<file path="src/bitmap_id_allocator_deferred_commit_defines.svh">
// Assertion macros used by the allocator's top-level RTL file.
// No dependencies; included by files that carry concurrent assertions.
`ifndef BITMAP_ID_ALLOCATOR_DEFERRED_COMMIT_DEFINES_SVH
`define BITMAP_ID_ALLOCATOR_DEFERRED_COMMIT_DEFINES_SVH

`ifndef ASSERT_OFF
`define ASSERT_IMPLY(label, clk, rst_n, ante, cons) \
    label: assert property (@(posedge clk) disable iff (!rst_n) (ante) |-> (cons)) \
        else $error("assertion failed: same-cycle implication");
`define ASSERT_NEXT(label, clk, rst_n, ante, cons) \
    label: assert property (@(posedge clk) disable iff (!rst_n) (ante) |=> (cons)) \
        else $error("assertion failed: next-cycle implication");
`else
`define ASSERT_IMPLY(label, clk, rst_n, ante, cons)
`define ASSERT_NEXT(label, clk, rst_n, ante, cons)
`endif

`endif

</file>
<file path="src/bia_pkg.sv">
// Shared types, field widths and codes of the bitmap ID allocator.
// No dependencies; used by bia_front, bia_back and the top level.
package bia_pkg;

    localparam int ID_COUNT    = 1024;
    localparam int GROUP_BITS  = 64;
    localparam int MAX_RESULTS = 16;
    localparam int QUEUE_DEPTH = 2;

    localparam int KIND_W   = 2;
    localparam int EID_W    = 10;
    localparam int STATUS_W = 2;
    localparam int RID_W    = 10;
    localparam int GRP_W    = 4;
    localparam int MASK_W   = 64;

    localparam logic [KIND_W-1:0] KIND_CREATE = 2'd0;
    localparam logic [KIND_W-1:0] KIND_REMOVE = 2'd1;
    localparam logic [KIND_W-1:0] KIND_COMMIT = 2'd2;
    localparam logic [KIND_W-1:0] KIND_QUERY  = 2'd3;

    typedef logic [EID_W-1:0]  eid_t;
    typedef logic [RID_W-1:0]  rid_t;
    typedef logic [GRP_W-1:0]  grp_t;
    typedef logic [MASK_W-1:0] mask_t;

    typedef enum logic [1:0] {
        OP_CREATE,
        OP_REMOVE,
        OP_COMMIT,
        OP_QUERY
    } op_t;

    typedef enum logic [STATUS_W-1:0] {
        ST_OK,
        ST_FULL,
        ST_NOT_LIVE,
        ST_NONE
    } status_t;

    typedef struct packed {
        op_t  op;
        eid_t eid;
    } cmd_t;

endpackage

</file>
<file path="src/bitmap_id_allocator_deferred_commit.sv">
// Top level of the bitmap ID allocator with deferred commit.
// Depends on bia_pkg, bia_front, bia_back and the assertion macro header.
//
//   channel  direction  handshake            payload
//   in       input      in_valid / in_stall  kind, target_id
//   out      output     out_valid/out_stall  status, result_id, group_index,
//                                            deleted_mask, created_mask, last
//
// Remove is answered straight from the idle state. Create answers at once and, when it
// hands out an ID, then runs a free-ID search, one bitmap group per cycle. A query either
// answers at once or walks the groups up to the one holding the highest used ID. A commit
// walks every group once, with one word per reported group.
// Reset clears both bitmaps at once; there is no clearing pass.
// A two-word command queue and the output register keep input and output stalls apart.
`include "bitmap_id_allocator_deferred_commit_defines.svh"

module bitmap_id_allocator_deferred_commit #(
    parameter int ID_COUNT   = bia_pkg::ID_COUNT,
    parameter int GROUP_BITS = bia_pkg::GROUP_BITS
) (
    input  logic                          clk,
    input  logic                          rst_n,
    input  logic                          in_valid,
    output logic                          in_stall,
    input  logic [bia_pkg::KIND_W-1:0]    kind,
    input  logic [bia_pkg::EID_W-1:0]     target_id,
    output logic                          out_valid,
    input  logic                          out_stall,
    output logic [bia_pkg::STATUS_W-1:0]  status,
    output logic [bia_pkg::RID_W-1:0]     result_id,
    output logic [bia_pkg::GRP_W-1:0]     group_index,
    output logic [bia_pkg::MASK_W-1:0]    deleted_mask,
    output logic [bia_pkg::MASK_W-1:0]    created_mask,
    output logic                          last
);

    logic          cmd_valid;
    logic          cmd_take;
    bia_pkg::cmd_t cmd;
    logic          word_plain;

    bia_front u_front (
        .clk       (clk),
        .rst_n     (rst_n),
        .in_valid  (in_valid),
        .in_stall  (in_stall),
        .kind      (kind),
        .target_id (target_id),
        .cmd_valid (cmd_valid),
        .cmd       (cmd),
        .cmd_take  (cmd_take)
    );

    bia_back #(
        .ID_COUNT   (ID_COUNT),
        .GROUP_BITS (GROUP_BITS)
    ) u_back (
        .clk          (clk),
        .rst_n        (rst_n),
        .cmd_valid    (cmd_valid),
        .cmd          (cmd),
        .cmd_take     (cmd_take),
        .out_valid    (out_valid),
        .out_stall    (out_stall),
        .status       (status),
        .result_id    (result_id),
        .group_index  (group_index),
        .deleted_mask (deleted_mask),
        .created_mask (created_mask),
        .last         (last)
    );

    assign word_plain = (status == bia_pkg::ST_OK) && (result_id == '0);

    `ASSERT_IMPLY(a_take_needs_cmd, clk, rst_n, cmd_take, cmd_valid)
    `ASSERT_IMPLY(a_stall_means_queued, clk, rst_n, in_stall, cmd_valid)
    // Only commit words can be followed by more words of the same command.
    `ASSERT_IMPLY(a_nonlast_is_commit, clk, rst_n, out_valid && !last, word_plain)
    `ASSERT_NEXT(a_pop_frees_queue, clk, rst_n, cmd_take && !in_valid, !in_stall)

endmodule

</file>
<file path="src/bia_front.sv">
// Front end: accepts input words, decodes the kind and buffers commands.
// Depends on bia_pkg; feeds bia_back through a short command queue.
module bia_front (
    input  logic                        clk,
    input  logic                        rst_n,
    input  logic                        in_valid,
    output logic                        in_stall,
    input  logic [bia_pkg::KIND_W-1:0]  kind,
    input  logic [bia_pkg::EID_W-1:0]   target_id,
    output logic                        cmd_valid,
    output bia_pkg::cmd_t               cmd,
    input  logic                        cmd_take
);

    localparam int QDepth = bia_pkg::QUEUE_DEPTH;
    localparam int PtrW   = (QDepth > 1) ? $clog2(QDepth) : 1;
    localparam int CntW   = $clog2(QDepth + 1);

    bia_pkg::cmd_t       queue_reg [QDepth];
    logic [PtrW-1:0]     wr_ptr_reg, wr_ptr_next;
    logic [PtrW-1:0]     rd_ptr_reg, rd_ptr_next;
    logic [CntW-1:0]     count_reg, count_next;
    bia_pkg::cmd_t       decoded;
    logic                push;

    always_comb
    begin
        decoded.eid = target_id;
        case (kind)
            bia_pkg::KIND_CREATE: decoded.op = bia_pkg::OP_CREATE;
            bia_pkg::KIND_REMOVE: decoded.op = bia_pkg::OP_REMOVE;
            bia_pkg::KIND_COMMIT: decoded.op = bia_pkg::OP_COMMIT;
            default:              decoded.op = bia_pkg::OP_QUERY;
        endcase
    end

    assign in_stall  = (count_reg == CntW'(QDepth));
    assign push      = in_valid && !in_stall;
    assign cmd_valid = (count_reg != '0);
    assign cmd       = queue_reg[rd_ptr_reg];

    always_comb
    begin
        wr_ptr_next = wr_ptr_reg;
        rd_ptr_next = rd_ptr_reg;
        count_next  = count_reg;
        if (push)
        begin
            wr_ptr_next = (wr_ptr_reg == PtrW'(QDepth - 1)) ? '0 : wr_ptr_reg + PtrW'(1);
        end
        if (cmd_take)
        begin
            rd_ptr_next = (rd_ptr_reg == PtrW'(QDepth - 1)) ? '0 : rd_ptr_reg + PtrW'(1);
        end
        if (push && !cmd_take)
        begin
            count_next = count_reg + CntW'(1);
        end
        else if (!push && cmd_take)
        begin
            count_next = count_reg - CntW'(1);
        end
    end

    always_ff @(posedge clk or negedge rst_n)
    begin
        if (!rst_n)
        begin
            wr_ptr_reg <= '0;
            rd_ptr_reg <= '0;
            count_reg  <= '0;
        end
        else
        begin
            wr_ptr_reg <= wr_ptr_next;
            rd_ptr_reg <= rd_ptr_next;
            count_reg  <= count_next;
            if (push)
            begin
                queue_reg[wr_ptr_reg] <= decoded;
            end
        end
    end

endmodule

</file>
<file path="src/bia_back.sv">
// Back end: holds both bitmaps and runs create, remove, commit and query.
// Depends on bia_pkg; takes commands from bia_front, owns the output register.
module bia_back #(
    parameter int ID_COUNT   = bia_pkg::ID_COUNT,
    parameter int GROUP_BITS = bia_pkg::GROUP_BITS
) (
    input  logic                          clk,
    input  logic                          rst_n,
    input  logic                          cmd_valid,
    input  bia_pkg::cmd_t                 cmd,
    output logic                          cmd_take,
    output logic                          out_valid,
    input  logic                          out_stall,
    output logic [bia_pkg::STATUS_W-1:0]  status,
    output logic [bia_pkg::RID_W-1:0]     result_id,
    output logic [bia_pkg::GRP_W-1:0]     group_index,
    output logic [bia_pkg::MASK_W-1:0]    deleted_mask,
    output logic [bia_pkg::MASK_W-1:0]    created_mask,
    output logic                          last
);

    localparam int NGroups = ID_COUNT / GROUP_BITS;
    localparam int BitW    = $clog2(GROUP_BITS);
    localparam int GrpW    = (NGroups > 1) ? $clog2(NGroups) : 1;
    localparam int HuW     = $clog2(ID_COUNT);
    localparam int LfW     = $clog2(ID_COUNT + 1);
    localparam int EidW    = bia_pkg::EID_W;
    localparam int CalcW   = ((LfW > EidW) ? LfW : EidW) + 1;
    localparam int TopCap  = ((NGroups < bia_pkg::MAX_RESULTS) ? NGroups
                                                               : bia_pkg::MAX_RESULTS) - 1;

    typedef logic [GROUP_BITS-1:0] gword_t;
    typedef enum logic [1:0] {
        S_IDLE,
        S_FILL,
        S_QUERY,
        S_COMMIT
    } state_t;

    gword_t              committed_reg [NGroups];
    gword_t              pending_reg   [NGroups];
    state_t              state_reg, state_next;
    logic [GrpW-1:0]     grp_reg, grp_next;
    logic [GrpW-1:0]     top_reg, top_next;
    logic                first_reg, first_next;
    logic [BitW-1:0]     start_bit_reg, start_bit_next;
    logic [HuW-1:0]      highest_used_reg, highest_used_next;
    logic [LfW-1:0]      lowest_free_reg, lowest_free_next;

    logic                out_valid_reg, out_valid_next;
    bia_pkg::status_t    status_reg, status_next;
    bia_pkg::rid_t       rid_reg, rid_next;
    bia_pkg::grp_t       gidx_reg, gidx_next;
    bia_pkg::mask_t      del_reg, del_next;
    bia_pkg::mask_t      cre_reg, cre_next;
    logic                last_reg, last_next;

    logic [GrpW-1:0]     rd_grp;
    gword_t              rd_c, rd_p;
    gword_t              smask, sel_vec, low_vec;
    logic [BitW-1:0]     ffs_idx;
    logic                ffs_any;
    logic [CalcW-1:0]    found_id, hu_ext, lf_ext, eid_ext, start_id;
    logic [GrpW-1:0]     hu_grp;
    logic [BitW-1:0]     eid_bit, lf_bit;
    logic                out_free;
    logic                last_grp;
    logic                pend_we, comm_we;
    gword_t              pend_wdata;

    logic                emit;
    bia_pkg::status_t    e_status;
    logic [CalcW-1:0]    e_id;
    logic [GrpW-1:0]     e_grp;
    gword_t              e_del, e_cre;
    logic                e_last;

    assign hu_ext   = CalcW'(highest_used_reg);
    assign lf_ext   = CalcW'(lowest_free_reg);
    assign eid_ext  = CalcW'(cmd.eid);
    assign hu_grp   = hu_ext[BitW +: GrpW];
    assign eid_bit  = eid_ext[BitW-1:0];
    assign lf_bit   = lf_ext[BitW-1:0];
    assign out_free = !out_valid_reg || !out_stall;
    assign last_grp = (grp_reg == GrpW'(NGroups - 1));

    always_comb
    begin
        if (state_reg == S_IDLE)
        begin
            rd_grp = (cmd.op == bia_pkg::OP_CREATE) ? lf_ext[BitW +: GrpW]
                                                    : eid_ext[BitW +: GrpW];
        end
        else
        begin
            rd_grp = grp_reg;
        end
    end

    assign rd_c  = committed_reg[rd_grp];
    assign rd_p  = pending_reg[rd_grp];
    assign smask = first_reg ? ({GROUP_BITS{1'b1}} << start_bit_reg) : {GROUP_BITS{1'b1}};

    always_comb
    begin
        case (state_reg)
            S_FILL:   sel_vec = ~(rd_c | rd_p) & smask;
            S_QUERY:  sel_vec = rd_c & smask;
            S_COMMIT: sel_vec = ~rd_p & smask;
            default:  sel_vec = '0;
        endcase
    end

    always_comb
    begin
        low_vec = sel_vec & (~sel_vec + gword_t'(1));
        ffs_any = |sel_vec;
        ffs_idx = '0;
        for (int i = 0; i < GROUP_BITS; i++)
        begin
            if (low_vec[i])
            begin
                ffs_idx = ffs_idx | BitW'(i);
            end
        end
    end

    assign found_id = (CalcW'(grp_reg) << BitW) | CalcW'(ffs_idx);

    always_comb
    begin
        state_next        = state_reg;
        grp_next          = grp_reg;
        top_next          = top_reg;
        first_next        = first_reg;
        start_bit_next    = start_bit_reg;
        highest_used_next = highest_used_reg;
        lowest_free_next  = lowest_free_reg;
        cmd_take          = 1'b0;
        pend_we           = 1'b0;
        pend_wdata        = rd_p;
        comm_we           = 1'b0;
        emit              = 1'b0;
        e_status          = bia_pkg::ST_OK;
        e_id              = '0;
        e_grp             = '0;
        e_del             = '0;
        e_cre             = '0;
        e_last            = 1'b1;
        start_id          = '0;

        case (state_reg)
            S_IDLE:
            begin
                if (cmd_valid && out_free)
                begin
                    cmd_take = 1'b1;
                    case (cmd.op)
                        bia_pkg::OP_CREATE:
                        begin
                            emit = 1'b1;
                            if (lf_ext >= CalcW'(ID_COUNT))
                            begin
                                e_status = bia_pkg::ST_FULL;
                            end
                            else
                            begin
                                e_id       = lf_ext;
                                pend_we    = 1'b1;
                                pend_wdata = rd_p | (gword_t'(1) << lf_bit);
                                if (lf_ext > hu_ext)
                                begin
                                    highest_used_next = HuW'(lf_ext);
                                end
                                start_id = lf_ext + CalcW'(1);
                                if (start_id >= CalcW'(ID_COUNT))
                                begin
                                    lowest_free_next = LfW'(ID_COUNT);
                                end
                                else
                                begin
                                    grp_next       = start_id[BitW +: GrpW];
                                    start_bit_next = start_id[BitW-1:0];
                                    first_next     = 1'b1;
                                    state_next     = S_FILL;
                                end
                            end
                        end
                        bia_pkg::OP_REMOVE:
                        begin
                            emit = 1'b1;
                            if (cmd.eid == '0 || eid_ext >= CalcW'(ID_COUNT) || !rd_c[eid_bit])
                            begin
                                e_status = bia_pkg::ST_NOT_LIVE;
                            end
                            else
                            begin
                                pend_we    = 1'b1;
                                pend_wdata = rd_p & ~(gword_t'(1) << eid_bit);
                            end
                        end
                        bia_pkg::OP_COMMIT:
                        begin
                            top_next         = (hu_grp > GrpW'(TopCap)) ? GrpW'(TopCap) : hu_grp;
                            grp_next         = '0;
                            first_next       = 1'b1;
                            start_bit_next   = BitW'(1);
                            lowest_free_next = LfW'(ID_COUNT);
                            state_next       = S_COMMIT;
                        end
                        default:
                        begin
                            start_id = eid_ext + CalcW'(1);
                            if (start_id >= CalcW'(ID_COUNT) || start_id > hu_ext)
                            begin
                                emit     = 1'b1;
                                e_status = bia_pkg::ST_NONE;
                            end
                            else
                            begin
                                grp_next       = start_id[BitW +: GrpW];
                                start_bit_next = start_id[BitW-1:0];
                                first_next     = 1'b1;
                                state_next     = S_QUERY;
                            end
                        end
                    endcase
                end
            end
            S_FILL:
            begin
                if (ffs_any)
                begin
                    lowest_free_next = LfW'(found_id);
                    state_next       = S_IDLE;
                end
                else if (last_grp)
                begin
                    lowest_free_next = LfW'(ID_COUNT);
                    state_next       = S_IDLE;
                end
                else
                begin
                    grp_next   = grp_reg + GrpW'(1);
                    first_next = 1'b0;
                end
            end
            S_QUERY:
            begin
                if (ffs_any || grp_reg == hu_grp)
                begin
                    if (out_free)
                    begin
                        emit       = 1'b1;
                        state_next = S_IDLE;
                        if (ffs_any && found_id <= hu_ext)
                        begin
                            e_id = found_id;
                        end
                        else
                        begin
                            e_status = bia_pkg::ST_NONE;
                        end
                    end
                end
                else
                begin
                    grp_next   = grp_reg + GrpW'(1);
                    first_next = 1'b0;
                end
            end
            S_COMMIT:
            begin
                if (grp_reg > top_reg || out_free)
                begin
                    comm_we = 1'b1;
                    if (grp_reg <= top_reg)
                    begin
                        emit   = 1'b1;
                        e_grp  = grp_reg;
                        e_del  = rd_c & ~rd_p;
                        e_cre  = rd_p & ~rd_c;
                        e_last = (grp_reg == top_reg);
                    end
                    if (ffs_any && lowest_free_reg == LfW'(ID_COUNT))
                    begin
                        lowest_free_next = LfW'(found_id);
                    end
                    if (last_grp)
                    begin
                        state_next = S_IDLE;
                    end
                    else
                    begin
                        grp_next   = grp_reg + GrpW'(1);
                        first_next = 1'b0;
                    end
                end
            end
            default:
            begin
                state_next = S_IDLE;
            end
        endcase
    end

    always_comb
    begin
        out_valid_next = emit || (out_valid_reg && out_stall);
        status_next    = status_reg;
        rid_next       = rid_reg;
        gidx_next      = gidx_reg;
        del_next       = del_reg;
        cre_next       = cre_reg;
        last_next      = last_reg;
        if (emit)
        begin
            status_next = e_status;
            rid_next    = bia_pkg::rid_t'(e_id);
            gidx_next   = bia_pkg::grp_t'(e_grp);
            del_next    = bia_pkg::mask_t'(e_del);
            cre_next    = bia_pkg::mask_t'(e_cre);
            last_next   = e_last;
        end
    end

    always_ff @(posedge clk or negedge rst_n)
    begin
        if (!rst_n)
        begin
            state_reg        <= S_IDLE;
            grp_reg          <= '0;
            top_reg          <= '0;
            first_reg        <= 1'b0;
            start_bit_reg    <= '0;
            highest_used_reg <= '0;
            lowest_free_reg  <= LfW'(1);
            out_valid_reg    <= 1'b0;
            status_reg       <= bia_pkg::ST_OK;
            rid_reg          <= '0;
            gidx_reg         <= '0;
            del_reg          <= '0;
            cre_reg          <= '0;
            last_reg         <= 1'b0;
            for (int g = 0; g < NGroups; g++)
            begin
                committed_reg[g] <= '0;
                pending_reg[g]   <= '0;
            end
        end
        else
        begin
            state_reg        <= state_next;
            grp_reg          <= grp_next;
            top_reg          <= top_next;
            first_reg        <= first_next;
            start_bit_reg    <= start_bit_next;
            highest_used_reg <= highest_used_next;
            lowest_free_reg  <= lowest_free_next;
            out_valid_reg    <= out_valid_next;
            status_reg       <= status_next;
            rid_reg          <= rid_next;
            gidx_reg         <= gidx_next;
            del_reg          <= del_next;
            cre_reg          <= cre_next;
            last_reg         <= last_next;
            if (pend_we)
            begin
                pending_reg[rd_grp] <= pend_wdata;
            end
            if (comm_we)
            begin
                committed_reg[rd_grp] <= rd_p;
            end
        end
    end

    assign out_valid    = out_valid_reg;
    assign status       = status_reg;
    assign result_id    = rid_reg;
    assign group_index  = gidx_reg;
    assign deleted_mask = del_reg;
    assign created_mask = cre_reg;
    assign last         = last_reg;

endmodule

</file>
<file path="config.mk">
export PLATFORM = sky130hd
export DESIGN_NAME = bitmap_id_allocator_deferred_commit
export DESIGN_NICKNAME = d
export VERILOG_FILES = /design/src/bia_pkg.sv /design/src/bitmap_id_allocator_deferred_commit.sv /design/src/bia_front.sv /design/src/bia_back.sv
export VERILOG_INCLUDE_DIRS = /design/src /design/src/src
export SDC_FILE = /design/constraint.sdc
export NUM_CORES = 2
export LEC_CHECK = 0
export BUFFER_PORTS_ARGS = -buffer_cell sky130_fd_sc_hd__buf_2
export CAP_MARGIN = 20
export CORE_MARGIN = 2
export CORE_UTILIZATION = 30
export DETAILED_ROUTE_END_ITERATION = 10
export PLACE_DENSITY = 0.53
export SYNTH_ARGS = -nofsm -noshare
export SYNTH_HDL_FRONTEND = slang
export SYNTH_SLANG_ARGS = --single-unit
</file>
<file path="constraint.sdc">
create_clock -name clk -period 6.8 [get_ports clk]
set_clock_uncertainty 0.1 [all_clocks]
set_input_delay 1.36 -clock clk [delete_from_list [all_inputs] [get_ports clk]]
set_output_delay 1.36 -clock clk [all_outputs]
set_load 0.1 [all_outputs]
</file>
# Word level (Yosys, flattened, before mapping)
# Memories as Yosys holds them, arrays and structs flattened.
# Index checks and enable logic that the tools add are counted.
# word_totals
ff_bits	2236
mem_bits_rw	24
input_bits	16
output_inout_bits	147
wordCells	525
n_memories	1
# mem_list
name	depth	width	rd	rd_clocked_by_memory_dff	wr	line_no	source
u_front.queue_reg	2	12	1	0	1	bia_front.sv:19	bia_pkg::cmd_t queue_reg [QDepth];
# classes
add_sub_neg	8
order_cmp	13
n_eq_ne	30
shifts	3
n_mux	367
bitwise	16
n_reduce_logical	38
# op_table
cell	count
$bwmux 1024	2
$mux 64	31
$bmux 64 s4	2
$and 64x64->64	7
$mux 10	32
$not 64->64	5
$mux 6	49
$demux 64 s4	1
$mux 11	23
$mux 4	50
$pmux 64 s3	1
$or 64x64->64	2
$pmux 64 s2	1
$shl 1x6->64 const A	2
$mux 2	60
$mux 5	16
$mux 1	78
$add 64x1->64 const B	1
$reduce_or 64->1	1
$shl 64x6->64 const A	1
$pmux 11 s3	1
$ge 12x11->1 const B	2
$reduce_and 8->1	3
$pmux 11 s2	1
other kinds (53)	103

# Logic depth before layout (Yosys ltp)
# An unclocked memory read counts as a cell.
# depth
ltp_word	91
ltp_mapped	36
ltp_nobuf	25

# By module
# From an unflattened synthesis, not the netlist that was laid out.
# unflattened
hier_cells	10845
hier_area_um2	104512.7
# modules_own_cells
module	n_inst	cells_per_inst	area_each_um2	seq_area_each_um2
bia_back	1	10787	103416.7	55854.8
bia_front	1	58	1096.1	820.8

# Least setup slack after synthesis
# OpenSTA, ideal clock, no wires.
# synth_path
kind	reg-to-reg
startpoint	register u_front.rd_ptr_reg
endpoint	register u_back.rid_reg[0] (netlist: u_back.result_id[0])
arrival_time_ps	6812
required_ps	6610
path_slack_ps	-202
path_stages_with_launch	32
cell_sequence	dfrtp_1 > buf_6 > mux2_4 > buf_6 > o211ai_4 > nand3_4 > buf_6 > buf_2 > buf_4 > buf_4 > buf_2 > a211o_1 > a22oi_1 > o221a_2 > clkbuf_1 > nor2_1 > nor4_1 > nor3_1 > nand2_1 > or2_1 > nor4_1 > or4_1 > nor4_1 > inv_1 > ha_1 > and3_1 > a221o_1 > a21oi_1 > a32oi_1 > nor3_1 > inv_1 > o221ai_1
# synth_between
elab_chain_len	91
# synth_rtl
item	line_no	source
start: declaration	bia_front.sv:21	logic [PtrW-1:0] rd_ptr_reg, rd_ptr_next;
start signal: assignment	bia_front.sv:76	rd_ptr_reg <= rd_ptr_next;
$mem_v2 2x12 (*)	--	
$logic_not 2->1	bia_back.sv:91, bia_back.sv:158	
$mux 4	bia_back.sv:91	rd_grp = (cmd.op == bia_pkg::OP_CREATE) ? lf_ext[BitW +: GrpW]
$mux 4	bia_back.sv:89	if (state_reg == S_IDLE)
$not 4->5 (not written as such)	bia_back.sv:100, bia_back.sv:101	
$bmux 64 s4, on equally long branches	bia_back.sv:100, bia_back.sv:101	
$mux 64, on equally long branches (2 in series)	bia_back.sv:100, bia_back.sv:101	
$or 64x64->64	bia_back.sv:107	S_FILL: sel_vec = ~(rd_c | rd_p) & smask;
(+74 left out)	--	
$mux 10	bia_back.sv:250	if (ffs_any || grp_reg == hu_grp)
$mux 10	bia_back.sv:152	case (state_reg)
$mux 10	bia_back.sv:252	if (out_free)
$mux 10	bia_back.sv:250	
$mux 10	bia_back.sv:152	
$mux 10	bia_back.sv:250	
$mux 10	bia_back.sv:152	
$pmux 10 s2	bia_back.sv:152	
end signal: assignment	bia_back.sv:362	rid_reg <= rid_next;
end: declaration	bia_back.sv:52	bia_pkg::rid_t rid_reg, rid_next;
# Every way passes the cells marked *; elsewhere a longest branch is shown, timed or not. The select of a mux whose other input is x is not followed.
# A chain may end at the register's enable or synchronous reset.

# Worst setup path after layout
# layout_path
startpoint	register u_front.rd_ptr_reg
endpoint	register u_back.rid_reg[8] (netlist: u_back.result_id[8])
# Same word-level chain as after synthesis.

==> impl_metrics.json <==
{
  "synthFlopType": "dfrtp_1",
  "endpoint_kind": "flip-flop",
  "wl_per_cell_um": 30.9,
  "ys_seq_area_share_pct": 51.2,
  "ys_ff_latch": 2260,
  "synth_area_leader_cell": "dfrtp_1",
  "clkTransAtPathRegs_ns": 0.06,
  "reg2reg_to": "u_back.result_id[8]",
  "nFillCells": 36500,
  "start_kind": "flip-flop",
  "hold_violations": 0,
  "worst_path_max_delay_cell": "or4b_4",
  "status": "finished with violations",
  "cpMostUsedCell": "buf_4",
  "yosys_warnings": 0,
  "critical_path_required_ns": 7.51,
  "rsz0062_at_grt": "true",
  "place_hpwl_mm": 383,
  "ant_nets": 0,
  "cts_tree": "built",
  "drt-initial-drc-count": 12500,
  "r2r_cells": 36,
  "hold_slack_ns": 0.218,
  "fin_crit_sh_pct": 105,
  "first_pass_iters": 6,
  "path_max_fanout": 9,
  "ctsLongestPathBuffers": 4,
  "synth_cell_type_count": 109,
  "dpl.cell_count": 17100,
  "synth_top_area_share_pct": 50.6,
  "tightest_slew_ns": 1.17,
  "synth-edff-count": 24,
  "track_usage_pct": 28.7,
  "slew_headroom_pct": 20.6,
  "overflow": 0,
  "first_global_vias": 96000,
  "syn-num-nets": 11700,
  "clk_latency_ns": 0.94,
  "core_area_mm2": 0.366,
  "netlist_top_cells_area": "dfrtp_1 51%, nand2_1 9.9%, mux2_2 7.0%, o21ai_0 6.3%, a21oi_1 2.1%",
  "root_buffer": "clkbuf_16",
  "critical_path_buf_inv_count": 16,
  "std_cell_rows": 222,
  "critPathTopFamily": "buffers and inverters",
  "wirelength_mm": 549,
  "grt_max_degree": 165,
  "hold_class": "input port to async pin",
  "die_w_um": 611,
  "gp_congestion": 1.06,
  "worst_path_largest_cell_delay_ns": 0.58,
  "fin_nets": 12800,
  "reg2reg_slack_ns": -0.34,
  "grt_first_pass_wirelength_mm": 766,
  "synth_area_mm2": 0.111,
  "ios": 163,
  "violations": "negative setup slack",
  "routed-via-count": 101000,
  "start_util_pct": 30.2,
  "cp.arrival_ns": 7.85,
  "numCtsBuffers": 266,
  "antenna_found_initial": 28,
  "avgSynthCellArea_um2": 9.51,
  "path_depth": 36,
  "syn_to_final_growth_pct": 27.9,
  "htree_num_levels": 5,
  "timing.final.ws_setup_ns": -0.341,
  "io_buffers": 162,
  "setup_viol": 12,
  "r2r_start": "u_front.rd_ptr_reg",
  "path_class": "flip-flop to flip-flop",
  "fmax_mhz": 140,
  "drc": 0,
  "fin_crit_ns": 7.14,
  "slew_violations": 0,
  "drv_cap": 0,
  "synthArstFlopShare_pct": 98.9,
  "synth_cells": 11600,
  "fin_cells": 17800,
  "die-area_mm2": 0.374,
  "cts.sinks": 2260,
  "via_per_inst": 5.68,
  "die_height_um": 611,
  "drive_gt1_share_pct": 27.0
}
-- cells in the final DEF, fill, tap and decap left out, drive strengths merged, types with 85 or more instances in the layout --
| cell type | count |
|---|---|
| nand2 | 2925 |
| buf | 1902 |
| and3 | 135 |
| mux2i | 222 |
| dfrtp | 2235 |
| nand4 | 85 |
| a22oi | 101 |
| mux2 | 694 |
| nor3 | 178 |
| nor2 | 301 |
| nand3 | 249 |
| a211oi | 197 |
| clkbuf | 382 |
| o21ai | 1398 |
| a21oi | 473 |
| a22o | 108 |
-- Yosys cell counts, drive strengths merged (57+ instances only) --
library cell	number
a32oi	77
inv	64
nor3	178
a211oi	197
a21oi	473
mux2	694
clkbuf	625
nand3	249
dfrtp	2235
buf	458
o21ai	1398
a22o	108
and3	135
nand4	85
nor2	301
mux2i	222
a21o	59
a211o	57
nand2	2924
a31oi	81
a22oi	101
-- what timing repair did --
item,4_1_cts,5_1_grt
pin swaps,115,52
hold buffers,0,0
cloned,24,2
gates resized for setup,353,136
buffers inserted,101,26
endpoints found under the setup margin,16,12
-- worst max path at each step --
stage / startpoint / to
2_1_floorplan: u_front.rd_ptr_reg / u_back.result_id[1]
3_3_place_gp: u_front.rd_ptr_reg / u_back.result_id[9]
3_5_place_dp: u_front.rd_ptr_reg / u_back.result_id[8]
4_1_cts: u_front.rd_ptr_reg / u_back.result_id[8]
5_1_grt: u_front.rd_ptr_reg / u_back.result_id[9]
6_report: u_front.rd_ptr_reg / u_back.result_id[8]
-- routing by layer --
layer,wire length [µm],up-vias,GRT usage (%)
met2,238000,5088,43.2
li1,-,43400,-
met1,227000,51100,38.1
met4,37800,12,16.6
met5,80,-,0
met3,47100,1403,5.80
-- logic make-up after synthesis --
group                    after synthesis  share of synthesized area [%]
flip-flops                          2260                           51.2
multiplexers                         947                           9.72
buffers and inverters               1149                           4.92
AND/OR/NAND/NOR                     4044                           15.3
XOR/XNOR                              19                          0.150
adder cells (fa/ha/maj)               48                          0.543
AO/OA/AOI/OAI                       3169                           18.1
-- area by class of cell --
cell class,count,area [µm²],share of cell area [%]
diodes,15,37.5,0.0265
clock buffers,380,7740,5.47
clock inverters,87,1090,0.773
inverters,66,253,0.179
multi-input cells,8228,50800,35.9
flip-flops and latches,2260,56700,40.1
well taps,4816,6030,4.26
repair buffers,1920,18800,13.3
-- metrics by stage --
step	setup TNS, ns	setup WS (ns)	utilization [%]	cell area (µm²)
2_1_floorplan	0	0.0277	-	111000
3_3_place_gp	-23.58	-1.84	35.1	129000
3_5_place_dp	-14.16	-1.17	35.1	129000
4_1_cts	-2.05	-0.209	38.4	141000
5_1_grt	-5.13	-0.468	38.6	141000
6_report	-3.72	-0.341	38.6	142000
-- worst reg2reg max path, delay by kind of cell (launching register included) --
family	cells	cell delay [ns]
muxes	1	0.24
and+or+nand+nor	9	1.97
AOI/OAI and AO/OA	9	1.63
adders and majority gates	1	0.18
DFF	1	0.45
buffers and inverters	16	2.53
Power is left out: the tool's default activity adds up to more than one toggle a clock period on the data nets, which glitch-free logic cannot reach.
